<file path="config.mk">
export PLATFORM = sky130hd
export DESIGN_NAME = gicdf_cmd_queue
export DESIGN_NICKNAME = d
export VERILOG_FILES = /design/src/hw/rtl/gicdf_pkg.sv /design/src/hw/rtl/gicdf_cmd_queue.sv
export SDC_FILE = /design/constraint.sdc
export NUM_CORES = 1
export LEC_CHECK = 0
export ABC_AREA = 1
export BUFFER_PORTS_ARGS = -buffer_cell sky130_fd_sc_hd__buf_2
export CAP_MARGIN = 30
export CORE_MARGIN = 4
export CORE_UTILIZATION = 52
export CTS_CLUSTER_SIZE = 14
export DETAILED_ROUTE_END_ITERATION = 6
export PLACE_DENSITY = 0.75
export SLEW_MARGIN = 20
export SYNTH_ARGS = -nofsm -noshare
export SYNTH_HDL_FRONTEND = slang
export SYNTH_SLANG_ARGS = --single-unit
export TNS_END_PERCENT = 50
</file>
<file path="constraint.sdc">
create_clock -name clk -period 2.5 [get_ports clk]
set_input_delay 0.125 -clock clk [delete_from_list [all_inputs] [get_ports clk]]
set_output_delay 0.125 -clock clk [all_outputs]
set_load 0.05 [all_outputs]
</file>
<file path="src/hw/rtl/gicdf_pkg.sv">
`default_nettype none
// ----------------------------------------------------------------------------
// gicdf_pkg
// Shared types and constants of the Gaussian inverse-CDF interpolator.
// ----------------------------------------------------------------------------
package gicdf_pkg;

  localparam int unsigned WORD_W      = 32;
  localparam int unsigned ZFIELD_W    = 10;
  localparam int unsigned LIN_W       = 4;
  localparam int unsigned X_W         = 17;
  localparam int unsigned SEG_W       = 6;
  localparam int unsigned IDX_W       = 10;
  localparam int unsigned SLOPE_W     = 24;
  localparam int unsigned OFFSET_W    = 32;
  localparam int unsigned PROD_W      = SLOPE_W + X_W;
  localparam int unsigned ENTRY_W     = SLOPE_W + OFFSET_W;
  localparam int unsigned TABLE_DEPTH = 1 << IDX_W;
  localparam int unsigned CNT_W       = 4;
  localparam int unsigned POS_W       = 5;

  // Leading-zero count of an all-zero exponent field, and the final segment.
  localparam logic [CNT_W-1:0] ZERO_RUN  = CNT_W'(10);
  localparam logic [SEG_W-1:0] LAST_SEG  = SEG_W'(60);
  localparam int unsigned      FRAC_BITS = 28;
  // Single-precision bias less the fixed-point scaling.
  localparam logic [7:0]       EXP_ADJ   = 8'(127 - FRAC_BITS);

  localparam int unsigned QDEPTH = 4;
  localparam int unsigned QPTR_W = $clog2(QDEPTH);
  localparam int unsigned QCNT_W = $clog2(QDEPTH + 1);

  typedef enum logic {
    OP_CONVERT = 1'b0,
    OP_LOAD    = 1'b1
  } op_t;

  // One command from the front end to the back end.
  typedef struct packed {
    op_t                 op;
    logic                sign;
    logic [X_W-1:0]      x;
    logic [IDX_W-1:0]    idx;
    logic [SLOPE_W-1:0]  slope;
    logic [OFFSET_W-1:0] offset;
  } cmd_t;

endpackage : gicdf_pkg
`default_nettype wire

</file>
<file path="src/hw/rtl/gicdf_cmd_queue.sv">
`default_nettype none
// ----------------------------------------------------------------------------
// gicdf_cmd_queue
// Short first-in first-out queue of commands between front and back end.
// ----------------------------------------------------------------------------
module gicdf_cmd_queue
  import gicdf_pkg::*;
(
  input  wire logic clk,
  input  wire logic rst,
  input  wire logic push,
  input  wire cmd_t push_cmd,
  output logic      full,
  output logic      head_valid,
  output cmd_t      head_cmd,
  input  wire logic pop
);

  cmd_t              slots [QDEPTH];
  logic [QPTR_W-1:0] wr_ptr;
  logic [QPTR_W-1:0] rd_ptr;
  logic [QCNT_W-1:0] count;

  assign full       = count == QCNT_W'(QDEPTH);
  assign head_valid = count != '0;
  assign head_cmd   = slots[rd_ptr];

  always_ff @(posedge clk) begin
    if (push) begin
      slots[wr_ptr] <= push_cmd;
    end
  end

  always_ff @(posedge clk) begin
    if (rst) begin
      wr_ptr <= '0;
      rd_ptr <= '0;
      count  <= '0;
    end else begin
      if (push) begin
        wr_ptr <= wr_ptr + QPTR_W'(1);
      end
      if (pop) begin
        rd_ptr <= rd_ptr + QPTR_W'(1);
      end
      count <= count + QCNT_W'(push) - QCNT_W'(pop);
    end
  end

  a_no_overflow : assert property (@(posedge clk) disable iff (rst)
    !(push && full))
    else $error("command queue overflow");

endmodule : gicdf_cmd_queue
`default_nettype wire

</file>
==> run_results.csv <==
group,metric,value,unit
run_status,status,"completed",
placed_design,gp_congestion,0.712,
grt,grt_usage,18.0,%
sta,holdWs,0.352,ns
critical_path,endpoint,"head_cmd[57]",
routing,firstDrtPassIters,5,
logic_synthesis,ys_seq_area_share,71.7,%
logic_synthesis,async_flop_share,0,%
logic_synthesis,synth.top_cell.area_share,70.4,%
worst_hold_path,holdPathStages,3,
logic_synthesis,synth_cells,1048,
logic_synthesis,ys_top_cells_by_area,"edfxtp_1, o211ai_2, inv_1, nand2_1, a21oi_2",
power,total_power,0.0136,W
logic_synthesis,synth_edf_count,340,
sta,slew-limit-headroom,36.9,%
routing,vias,8518,
cells_and_area,syn_to_final_growth,21.4,%
critical_path,crit_arrival,2.05,ns
die,fp.coreArea,27200,um2
clocking,clk_latency,0.50,ns
clocking,htree_levels,2,
placed_design,post-place-ws,0.570,ns
logic_synthesis,syn_area_per_cell,13.8,um2
clocking,cts_resized,0,
logic_synthesis,synth.distinct_cells,19,
die,dieHeight,175,um
sta,rsz0062_at_grt,"false",
worst_hold_path,hp-class,"primary input to flip-flop",
cells_and_area,drive_gt1_share,28.0,%
critical_path,path_class,"flip-flop to primary output",
die,die_area,30600,um2
job,cap_violations,0,
logic_synthesis,yosysWarnings,0,
sta,hold_viol,0,
grt,antenna_found_initial,3,
die,rows,60,
grt,grt_pass1_vias,8636,
critical_path,r2r_cells,5,
routing,vias_per_cell,4.98,
clocking,cts-root-buf,"clkbuf_16",
critical_path,rr_startpoint,"wr_ptr[0]",
cells_and_area,fin_cells,1709,
logic_synthesis,synth_area,14500,um2
placed_design,io_buffers,175,
clocking,clkSlewWorstSetupHoldPaths,0.06,ns
logic_synthesis,synth_common_cells,"edfxtp_1, inv_1, nand2_1, o211ai_2",
sta,tightest_slew,0.946,ns
cells_and_area,nets,1407,
sta,slew_violations,0,
clocking,cts_buffers,37,
logic_synthesis,yosys_most_used_dff,"edfxtp_1",
logic_synthesis,synth_most_common_cell,"edfxtp_1",
power,ir_worst_vdd,0.000634,V
sta,fin_crit,2.18,ns
critical_path,critPathLaunchType,"flip-flop",
power,power.leakage,6.77,nW
die,start_util,53.3,%
routing,drt-total-wl,27.6,mm
placed_design,dp.cells,1556,
sta,setup_ws,0.321,ns
grt,grt_pass1_wl,44.4,mm
routing,wl_per_cell,16.2,um
clocking,cts_tree,"done",
critical_path,cp_max_fo,117,
sta,fmax,0.459,GHz
power,power_density,771,nW/um2
clocking,cts_setup_buffers,0,
placed_design,place_hpwl,16.3,mm
sta,min_period_over_period,87.2,%
logic_synthesis,ys_ff_latch,349,
clocking,cts_buffer_depth,3,
critical_path,r2r-end,"slots[2][62]",
clocking,clock-sinks,349,
grt,grt_max_degree,118,
die,ioPinCount,176,
sta,finalSetupViolations,0,
cells_and_area,fillers,1969,
routing,drcViolationCount,0,
routing,ant_nets,0,
sta,finalClockSkew,0.00910,ns
grt,overflow,0,
sta,setup_tns,0,ns
logic_synthesis,synth.largest_area_cell,"edfxtp_1",
logic_synthesis,synth_nets,1144,
routing,first_iter_violations,627,
critical_path,cp-end-kind,"primary output",
critical_path,required,2.38,ns
die,fp.dieW,175,um
critical_path,reg2reg_slack,0.60,ns
==> state kept, by name, indices dropped and copies added (netlist names), named ones only <==
register,flops
count,3
rd_ptr,2
slots,340
wr_ptr,2
==> routing by layer <==
metal	up-vias	share of wire [%]	routed length (um)	GRT usage, %
met1	4072	42	11700	23.7
met5	-	0	0	0
met2	221	49	13600	30.6
met4	0	2.2	609	5.27
li1	4181	-	-	-
met3	44	6.0	1660	3.85
==> worst max-delay path, cell delays in order, from the launching register on <==
cell	delay [ns]
dfxtp_4	0.43
buf_12	0.43
nand2_1	0.14
o211ai_2	0.09
nand2_1	0.13
buf_2	0.23
==> final cells by class <==
type,count,area [um2],share of cell area (%)
well taps,372,465,2.64
multi-input cells,456,2940,16.7
inverters,186,711,4.04
repair buffers,281,2050,11.7
diodes,3,7.51,0.0426
clock buffers,50,975,5.54
flip-flops and latches,349,10400,59.1
clock inverters,12,52.6,0.299
==> placed cells by master, fill, tap and decap left out <==
| cell | n |
|---|---|
| ha_1 | 6 |
| clkbuf_16 | 37 |
| dfxtp_1 | 7 |
| dfxtp_4 | 2 |
| nor2_1 | 4 |
| clkbuf_1 | 13 |
| clkinv_2 | 2 |
| clkinvlp_4 | 2 |
| nand2_1 | 178 |
| o21ai_1 | 50 |
| buf_2 | 175 |
| nand3_1 | 2 |
| buf_12 | 13 |
| edfxtp_1 | 340 |
| inv_1 | 182 |
| o211ai_2 | 85 |
| clkinv_4 | 1 |
| dlygate4sd3_1 | 88 |
| inv_4 | 2 |
| o21ai_0 | 39 |
| a21oi_2 | 50 |
| buf_4 | 5 |
| clkinv_1 | 9 |
| fa_1 | 1 |
| diode_2 | 3 |
| a21oi_1 | 41 |
==> worst min-delay path by stage <==
stage               from       end  slack [ns]
detailed placement   rst  count[0]        0.32
finish               rst  count[1]        0.35
global placement     rst  count[0]        0.31
global route         rst  count[1]        0.38
floorplan            rst  count[0]        0.20
CTS                  rst  count[1]        0.32
==> cells by family (layout without fill, tap and decap cells) <==
kind of cell / Yosys count / count (layout) / share of synthesized area [%]
fa+ha+maj: 7 / 7 / 0.656
compound gates: 265 / 265 / 14.8
buf+inv: 243 / 529 / 8.05
other cells: 0 / 3 / 0
simple gates: 184 / 184 / 4.78
flops: 349 / 349 / 71.7
==> what timing repair did <==
item,CTS,global route
hold buffers,88,0
hold endpoints to repair,349,0
endpoints found under the setup margin,0,0
==> through the flow <==
stage	util (%)	instance area (um2)
global placement	57.7	15700
CTS	64.7	17600
detailed placement	57.7	15700
floorplan	-	14500
finish	64.8	17600
global route	64.8	17600
==> power by group <==
| part | leakage, nW | switching [W] | internal, W |
|---|---|---|---|
| registers | 3.20 | 0.0000720 | 0.00669 |
| clock network | 0.497 | 0.00200 | 0.00271 |
| logic | 3.07 | 0.00153 | 0.000561 |
| total | 6.77 | 0.00360 | 0.00997 |
(Power assumes the default switching activity.)
