==> config.mk <==
export PLATFORM = sky130hd
export DESIGN_NAME = gicdf_front
export DESIGN_NICKNAME = d
export VERILOG_FILES = /design/src/hw/rtl/gicdf_pkg.sv /design/src/hw/rtl/gicdf_front.sv
export SDC_FILE = /design/constraint.sdc
export NUM_CORES = 1
export LEC_CHECK = 0
export BUFFER_PORTS_ARGS = -buffer_cell sky130_fd_sc_hd__buf_2
export CAP_MARGIN = 20
export CELL_PAD_IN_SITES_DETAIL_PLACEMENT = 0
export CELL_PAD_IN_SITES_GLOBAL_PLACEMENT = 2
export CORE_MARGIN = 5
export CORE_UTILIZATION = 11
export DETAILED_ROUTE_END_ITERATION = 8
export PLACE_DENSITY_LB_ADDON = 0.1
export SYNTH_ARGS = -nofsm -noshare
export SYNTH_HDL_FRONTEND = slang
export SYNTH_SLANG_ARGS = --single-unit
==> constraint.sdc <==
create_clock -name clk -period 2.7 [get_ports clk]
set_input_delay 0.54 -clock clk [delete_from_list [all_inputs] [get_ports clk]]
set_output_delay 0.54 -clock clk [all_outputs]
set_load 0.02 [all_outputs]
==> src/hw/rtl/gicdf_pkg.sv <==
`default_nettype none
// ----------------------------------------------------------------------------
// gicdf_pkg
// Shared types and constants of the Gaussian inverse-CDF interpolator.
// ----------------------------------------------------------------------------
package gicdf_pkg;

  localparam int unsigned WORD_W      = 32;
  localparam int unsigned ZFIELD_W    = 10;
  localparam int unsigned LIN_W       = 4;
  localparam int unsigned X_W         = 17;
  localparam int unsigned SEG_W       = 6;
  localparam int unsigned IDX_W       = 10;
  localparam int unsigned SLOPE_W     = 24;
  localparam int unsigned OFFSET_W    = 32;
  localparam int unsigned PROD_W      = SLOPE_W + X_W;
  localparam int unsigned ENTRY_W     = SLOPE_W + OFFSET_W;
  localparam int unsigned TABLE_DEPTH = 1 << IDX_W;
  localparam int unsigned CNT_W       = 4;
  localparam int unsigned POS_W       = 5;

  // Leading-zero count of an all-zero exponent field, and the final segment.
  localparam logic [CNT_W-1:0] ZERO_RUN  = CNT_W'(10);
  localparam logic [SEG_W-1:0] LAST_SEG  = SEG_W'(60);
  localparam int unsigned      FRAC_BITS = 28;
  // Single-precision bias less the fixed-point scaling.
  localparam logic [7:0]       EXP_ADJ   = 8'(127 - FRAC_BITS);

  localparam int unsigned QDEPTH = 4;
  localparam int unsigned QPTR_W = $clog2(QDEPTH);
  localparam int unsigned QCNT_W = $clog2(QDEPTH + 1);

  typedef enum logic {
    OP_CONVERT = 1'b0,
    OP_LOAD    = 1'b1
  } op_t;

  // One command from the front end to the back end.
  typedef struct packed {
    op_t                 op;
    logic                sign;
    logic [X_W-1:0]      x;
    logic [IDX_W-1:0]    idx;
    logic [SLOPE_W-1:0]  slope;
    logic [OFFSET_W-1:0] offset;
  } cmd_t;

endpackage : gicdf_pkg
`default_nettype wire

==> src/hw/rtl/gicdf_front.sv <==
`default_nettype none
// ----------------------------------------------------------------------------
// gicdf_front
// Accepts input items, counts leading zeros, keeps the segment accumulator
// and hands table loads and emitting conversions to the command queue.
// ----------------------------------------------------------------------------
module gicdf_front
  import gicdf_pkg::*;
(
  input  wire logic                clk,
  input  wire logic                rst,
  input  wire logic                in_valid,
  output logic                     in_ready,
  input  wire op_t                 in_op,
  input  wire logic [WORD_W-1:0]   in_word,
  input  wire logic [IDX_W-1:0]    in_idx,
  input  wire logic [SLOPE_W-1:0]  in_slope,
  input  wire logic [OFFSET_W-1:0] in_offset,
  input  wire logic                q_full,
  output logic                     push,
  output cmd_t                     push_cmd
);

  logic [SEG_W-1:0]    seg_total;
  logic [SEG_W-1:0]    seg_total_next;
  logic [SEG_W-1:0]    seg_sum;
  logic [CNT_W-1:0]    lz_cnt;
  logic [ZFIELD_W-1:0] zfield;
  logic                accept;
  logic                emit;

  assign in_ready = !q_full;
  assign accept   = in_valid && in_ready;
  assign zfield   = in_word[WORD_W-2 -: ZFIELD_W];

  always_comb begin
    lz_cnt = ZERO_RUN;
    for (int i = 0; i < ZFIELD_W; i++) begin
      if (zfield[i]) begin
        lz_cnt = CNT_W'(ZFIELD_W - 1 - i);
      end
    end
  end

  assign seg_sum = seg_total + SEG_W'(lz_cnt);
  assign emit    = (lz_cnt != ZERO_RUN) || (seg_sum == LAST_SEG);

  always_comb begin
    seg_total_next = seg_total;
    if (accept && in_op == OP_CONVERT) begin
      seg_total_next = emit ? '0 : seg_sum;
    end
  end

  always_ff @(posedge clk) begin
    if (rst) begin
      seg_total <= '0;
    end else begin
      seg_total <= seg_total_next;
    end
  end

  assign push = accept && (in_op == OP_LOAD || emit);

  always_comb begin
    push_cmd.op     = in_op;
    push_cmd.sign   = in_word[WORD_W-1];
    push_cmd.x      = in_word[X_W-1:0];
    push_cmd.slope  = in_slope;
    push_cmd.offset = in_offset;
    if (in_op == OP_LOAD) begin
      push_cmd.idx = in_idx;
    end else begin
      push_cmd.idx = {seg_sum, in_word[X_W +: LIN_W]};
    end
  end

  // The accumulator only ever holds whole runs of all-zero fields.
  a_seg_bound : assert property (@(posedge clk) disable iff (rst)
    seg_total <= LAST_SEG - SEG_W'(ZERO_RUN))
    else $error("segment accumulator out of range");

  a_emit_clears : assert property (@(posedge clk) disable iff (rst)
    (accept && in_op == OP_CONVERT && emit) |=> seg_total == '0)
    else $error("segment accumulator not cleared after emit");

endmodule : gicdf_front
`default_nettype wire

==> results by group, run 1 <==
Run status
  – Status: finished, violations left
  – Failing checks: negative setup slack

STA
  – Clk_skew: between 2 and 3 ps
  – Setup violations, final: 6
  – Fmax: ~320 MHz
  – RSZ-0062 raised after global routing: yes
  – Setup ws final: -461 ps
  – Hold Vio Cnt, Final: 0
  – Slew Viols, Final: 0
  – Period Utilization, post-route: 1.17
  – Worst slew slack as a fraction of its limit: 0.679
  – Final critical-path required period: 3160 ps
  – Least-Margin Pin Slew: 480 ps

Synth
  – Net Count, Synth: between 200 and 300
  – Post-synth EDFFs: 0
  – Synth unique cells: 30
  – FF+latch count, synth: 6
  – Synth Instances: ~140
  – Yosys warnings: 0
  – Synth Flop Type: dfxtp_1
  – Syn avg cell area: around 8.4 um^2
  – Async SR Flop Fraction: 0
  – Post-synthesis sequential area ratio: 0.101
  – Synthesized area: roughly 1200 um^2

Route
  – Total number of vias: ~860
  – First DRT Iteration DRCs: 28
  – Via-to-Cell Ratio: 3.15
  – Router iterations before antenna repair: 4
  – WL/cell: ~12 um
  – Antenna violation net count after detailed routing: 0
  – Post-Route WL: 3.24 mm
  – DRC: 0

Worst setup path
  – Family with the most delay on the worst path: compound AO/OA/AOI/OAI gates
  – Crit path largest cell delay: roughly 370 ps
  – Critical path launch point type: input pin
  – Setup crit end kind: primary output
  – WP buf/inv: 2
  – Crit path required time: 2160 ps
  – CP Cell Sequence: buf_6, nor2b_4, o21bai_1, a21oi_1, o21bai_1, a21oi_2, ha_2, fa_2, xor2_2, nor3b_4, nand4_1, a21oi_2, buf_6
  – Critical Path AT: 2620 ps
  – Slowest CP cell: fa_2
  – CP Max Fanout: 2
  – Critical path type: in2out

Pwr
  – Leakage: ~0.63 nW
  – Pwr Total: about 0.00036 W
  – Max VDD drop: 72.3 uV
  – Power Dens Cells: roughly 250 nW/um^2

Floorplanning
  – Site Rows: 38
  – Die width: roughly 110 um
  – Starting density of the core: 0.111
  – Ports: between 150 and 200
  – Core area: between 10000 and 15000 um^2
  – Die ar.: ~13000 um^2
  – Die height: 114 um

Layout
  – Final net count: between 200 and 250
  – Storage element area: roughly 120 um^2
  – Filler cells: 1217
  – Fin cells: around 270
  – Antenna diode count: 0
  – Area delta synth->final: 22.8%
  – Top flop regs: seg_total x6
  – Final core utilization: 0.136
  – Layout cells sized above 1: 0.780
  – Max reg flops: 6
  – Multi-input logic area: between 600 and 700 um^2
  – Register with the most flip-flops: seg_total
  – Final Cell Area: ~1500 um^2

Clocking
  – Htree depth: 1
  – CTS tree: built
  – CTS Buffer Depth: 2
  – Root buffer cell: clkbuf_8
  – Worst-skew pair later-pin latency: ~220 ps
  – Clock-pin slew on the worst setup and hold paths: ~40 ps
  – CTS Buf Count: 3
  – Post-CTS Hold Buffers: 0
  – Clk sinks: 6

Placement
  – DP Cell Count: 265
  – Dpl cell area: about 1200 um^2
  – IO buf count: roughly 40
  – Routability Congestion: about 0.66
  – Final HPWL DP: between 2 and 3 mm

Global routing
  – Via count of the first global-routing pass: about 1000
  – Antenna violations before repair: 0
  – Total track usage: 0.0469
  – Gr ovfl total: 0
  – Largest net degree at the start of global routing: 15
  – First-pass GRT wire length: ~4.9 mm

Job
  – Max-cap violations: 0

Worst hold path
  – Worst hold path class: reg2reg
==> placed cells by master (no fill, tap or decap), types with 2 or more instances in the layout <==
cell type	netlist	routed
a21oi_2	0	4
dfxtp_1	6	6
buf_4	75	20
mux2_4	0	3
ha_4	0	2
nand2_1	3	2
nor2_1	4	3
inv_1	4	4
buf_2	0	32
a22o_1	2	2
a32o_1	4	4
nor2_4	0	2
nand3_2	0	2
clkbuf_8	0	3
buf_6	0	10
o21bai_1	2	2
mux2_2	9	6
==> cell usage after synthesis (3+ instances only) <==
| cell type | number | area [um^2] |
|---|---|---|
| a21oi_1 | 6 | 30.0 |
| mux2_2 | 9 | 101 |
| nand2_1 | 3 | 11.3 |
| nor2_1 | 4 | 15.0 |
| inv_1 | 4 | 15.0 |
| buf_4 | 75 | 563 |
| dfxtp_1 | 6 | 120 |
| ha_1 | 4 | 50.1 |
| a32o_1 | 4 | 40.0 |
==> logic make-up (layout without fill, tap and decap cells) <==
kind of cell | Yosys count | count (layout) | synth area share
buf+inv | 80 | 70 | 0.490
simple gates | 19 | 19 | 0.115
compound gates | 18 | 18 | 0.111
mux | 10 | 10 | 0.0948
flops | 6 | 6 | 0.101
fa+ha+maj | 5 | 5 | 0.0590
xor+xnor | 4 | 4 | 0.0295
==> stage by stage <==
step	hold slack (ps)	TNS (ps)	setup WS (ps)
2_1_floorplan	446	-426	-269
3_3_place_gp	488	-4720	-751
3_5_place_dp	482	-4280	-682
4_1_cts	498	-2750	-543
5_1_grt	508	-3380	-646
6_report	493	-2450	-461
==> final cells by class <==
class	count	share of cell area
Timing Repair Buffer	63	0.300
Multi-Input combinational cell	56	0.458
Clock buffer	3	0.0283
Sequential cell	6	0.0824
Inverter	4	0.0103
Tap cell	140	0.120
==> power breakdown <==
group	leakage, nW	switching (W)	total (W)	internal, W
registers	0.0483	0.00000000538	0.0000890	0.0000890
clock network	0.0216	0.0000427	0.000139	0.0000962
logic	0.563	0.0000626	0.000131	0.0000680
==> worst paths after layout <==
| path | slack (ps) | depth (start not counted) | startpoint | endpoint |
|---|---|---|---|---|
| setup reg to reg | 750 | 7 | seg_total[0] | seg_total[2] |
| hold reg to reg | 490 | 1 | seg_total[5] | seg_total[5] |
| setup / recovery | -460 | 13 | in_word[21] | push |
| hold / removal | 490 | 1 | seg_total[5] | seg_total[5] |
==> worst reg2reg max path, delay by kind of cell, from the launching register on <==
family | cells | cell delay, ps
buffers and inverters | 1 | 180
XOR/XNOR | 1 | 160
AND/OR/NAND/NOR | 2 | 390
adder cells (fa/ha/maj) | 2 | 570
AO/OA/AOI/OAI | 1 | 210
flip-flops | 1 | 320
==> layer usage <==
metal  vias to the layer above  track usage  wire length (um)
met4                         0       0.0309               105
met5                         -            0                 0
met1                       384       0.0486              1190
li1                        384            -                 -
met3                        20       0.0212               429
met2                        69       0.0766              1520
==> repair_timing <==
action                     in CTS  in global routing
setup buffers                   3                  3
resized for setup              32                 16
pin swaps                       9                 12
setup endpoints to repair       9                 10
Note: power is estimated with default switching activity, not from simulation.
==> run 2: changes to the inputs <==
Settings changed: CORE_UTILIZATION 11 to 13, MAX_ROUTING_LAYER set to met4.
Clock period 2.7 ns to 4 ns, I/O delays scaled along.
==> results by group, run 2 (synthesis gave the netlist of run 1 again) <==
Placement
  – IO buf count: 41 (unchanged)
  – Dpl cell area: 1010 um^2 (was 1170 um^2)
  – Routability Congestion: 0.628 (was 0.659)
  – DP Cell Count: 222 (was 265)
  – Final HPWL DP: 2.60 mm (was 2.75 mm)

Layout
  – Max reg flops: 6 (unchanged)
  – Register with the most flip-flops: seg_total (unchanged)
  – Final Cell Area: 1090 um^2 (was 1460 um^2)
  – Most frequent cells in the layout: buf_2, mux2_2, buf_4 (was buf_2, buf_4, buf_6)
  – Fin cells: 225 (was 272)
  – Top flop regs: seg_total x6 (unchanged)
  – Final net count: 227 (was 242)
  – Most common cell after layout, fill and taps aside: buf_2 (unchanged)
  – Area delta synth->final: -7.80% (was 22.8%)
  – Antenna diode count: 0 (unchanged)
  – Layout cells sized above 1: 0.615 (was 0.780)

STA
  – Setup violations, final: 0 (was 6)
  – RSZ-0062 raised after global routing: no (was yes)
  – Hold Vio Cnt, Final: 0 (unchanged)
  – Fmax: around 260 MHz
  – Clk_skew: 5.00 ps (was 2.53 ps)
  – Period Utilization, post-route: 0.950
  – Final critical-path required period: between 3000 and 4000 ps
  – Worst slew slack as a fraction of its limit: 0.677 (was 0.679)
  – Final hold slack: 483 ps (was 493 ps)
  – Slew Viols, Final: 0 (unchanged)
  – Setup TNS: 0 ps (was -2450 ps)
  – Least-Margin Pin Slew: 483 ps (was 480 ps)

Clocking
  – Clock-pin slew on the worst setup and hold paths: 30 ps (was 40 ps)
  – Post-CTS Setup Inserts: 0 (was 3)
  – CTS Buffer Depth: 2 (unchanged)
  – Clk sinks: 6 (unchanged)
  – Root buffer cell: clkbuf_8 (unchanged)
  – CTS Buf Count: 3 (unchanged)
  – Htree depth: 1 (unchanged)
  – CTS tree: built (unchanged)
  – Worst-skew pair later-pin latency: 220 ps (about the same)

Floorplanning
  – Starting density of the core: 0.135 (was 0.111)
  – Site Rows: 34 (was 38)
  – Core area: 8810 um^2 (was 10700 um^2)
  – Die width: 106 um (was 114 um)
  – Ports: 190 (unchanged)
  – Die height: 106 um (was 114 um)
  – Die ar.: 11100 um^2 (was 13000 um^2)

Worst setup path
  – Critical Path AT: 3000 ps (was 2620 ps)
  – Critical path type: in2out (unchanged)
  – R2r setup slk: 2040 ps (was 750 ps)
  – Critical path launch point type: input pin (unchanged)
  – CP Cell Sequence: buf_2, or4_4, a21oi_1, ha_1, and3_1, o2bb2ai_1, xor2_1, buf_4, mux2_2, buf_2 (was buf_6, nor2b_4, o21bai_1, a21oi_1, o21bai_1, a21oi_2, ha_2, fa_2, xor2_2, nor3b_4, nand4_1, a21oi_2, buf_6)
  – Reg-to-reg startpoint: seg_total[0] (unchanged)
  – CP Max Fanout: 4 (was 2)
  – Setup crit end kind: primary output (unchanged)
  – Most used cell, CP: buf_2
  – WP buf/inv: 3 (was 2)
  – Crit path required time: 3200 ps (was 2160 ps)
  – Slowest CP cell: or4_4 (was fa_2)
  – Crit path largest cell delay: 550 ps (was 370 ps)
  – CP startpoint: in_word[27] (was in_word[21])
  – Family with the most delay on the worst path: simple AND/OR/NAND/NOR gates (was compound AO/OA/AOI/OAI gates)

Global routing
  – First-pass GRT wire length: 4.57 mm (was 4.91 mm)
  – Antenna violations before repair: 0 (unchanged)
  – Gr ovfl total: 0 (unchanged)
  – Largest net degree at the start of global routing: 15 (unchanged)
  – Via count of the first global-routing pass: 884 (was 1002)
  – Total track usage: 0.0519 (was 0.0469)

Worst hold path
  – Worst hold path class: reg2reg (unchanged)
  – Min-delay src: seg_total[0] (was seg_total[5])

Pwr
  – Power Dens Cells: 197 nW/um^2 (was 246 nW/um^2)
  – Leakage: 0.511 nW (was 0.632 nW)
  – Max VDD drop: 52.2 uV (was 72.3 uV)

Route
  – First DRT Iteration DRCs: 8 (was 28)
  – Antenna violation net count after detailed routing: 0 (unchanged)
  – Total number of vias: 783 (was 857)
  – Router iterations before antenna repair: 4 (unchanged)
  – Post-Route WL: 2.93 mm (was 3.24 mm)
  – WL/cell: 13.0 um (was 11.9 um)
  – Via-to-Cell Ratio: 3.48 (was 3.15)
  – DRC: 0 (unchanged)

Job
  – Max-cap violations: 0 (unchanged)

Run status
  – Status: completed (was finished, violations left)
-- run 2: cell types whose count changed in the layout (fill, tap and decap cells not counted), sizes merged --
| cell | change |
|---|---|
| buf | -15 |
-- run 2: routing by layer --
metal | track usage | vias up | share of wire
met5 | - | - | 0
met4 | 0.0379 | 0 | 0.061
met3 | 0.0257 | 32 | 0.13
met2 | 0.0633 | 73 | 0.36
met1 | 0.0640 | 324 | 0.45
li1 | - | 354 | -
-- run 2: repair_timing --
item | CTS | global route
resized for setup | 1 | 7
gates cloned | 0 | 0
hold buffers | 0 | 0
endpoints found under the setup margin | 1 | 2
-- run 2: stage by stage --
| stage | total power, W | setup WS (ps) | util |
|---|---|---|---|
| floorplan | 0.000203 | 310 | - |
| global placement | 0.000126 | -93.1 | 0.115 |
| detailed placement | 0.000125 | -67.5 | 0.115 |
| CTS | 0.000219 | 41.3 | 0.120 |
| global route | 0.000230 | 22.9 | 0.124 |
| finish | 0.000215 | 198 | 0.124 |
-- run 2: final cells by class --
cell class                 instances  area, um^2
sequential                         6         120
clock buffer                       3        41.3
multi-input combinational         56         526
inverter                           4        15.0
fill                            1013        7710
timing repair buffer              48         258
tap                              108         135
-- run 2: report_power, final --
part / internal [W] / switching [W] / total, W
Sequential: 0.0000602 / 0.00000000292 / 0.0000602
Combinational: 0.0000296 / 0.0000354 / 0.0000651
Clock: 0.0000646 / 0.0000256 / 0.0000903
-- run 2: final timing paths --
check             depth (start not counted)            to
setup / recovery                         10  push_cmd[65]
hold / removal                            1  seg_total[0]
setup reg to reg                          7  seg_total[4]
hold reg to reg                           1  seg_total[0]
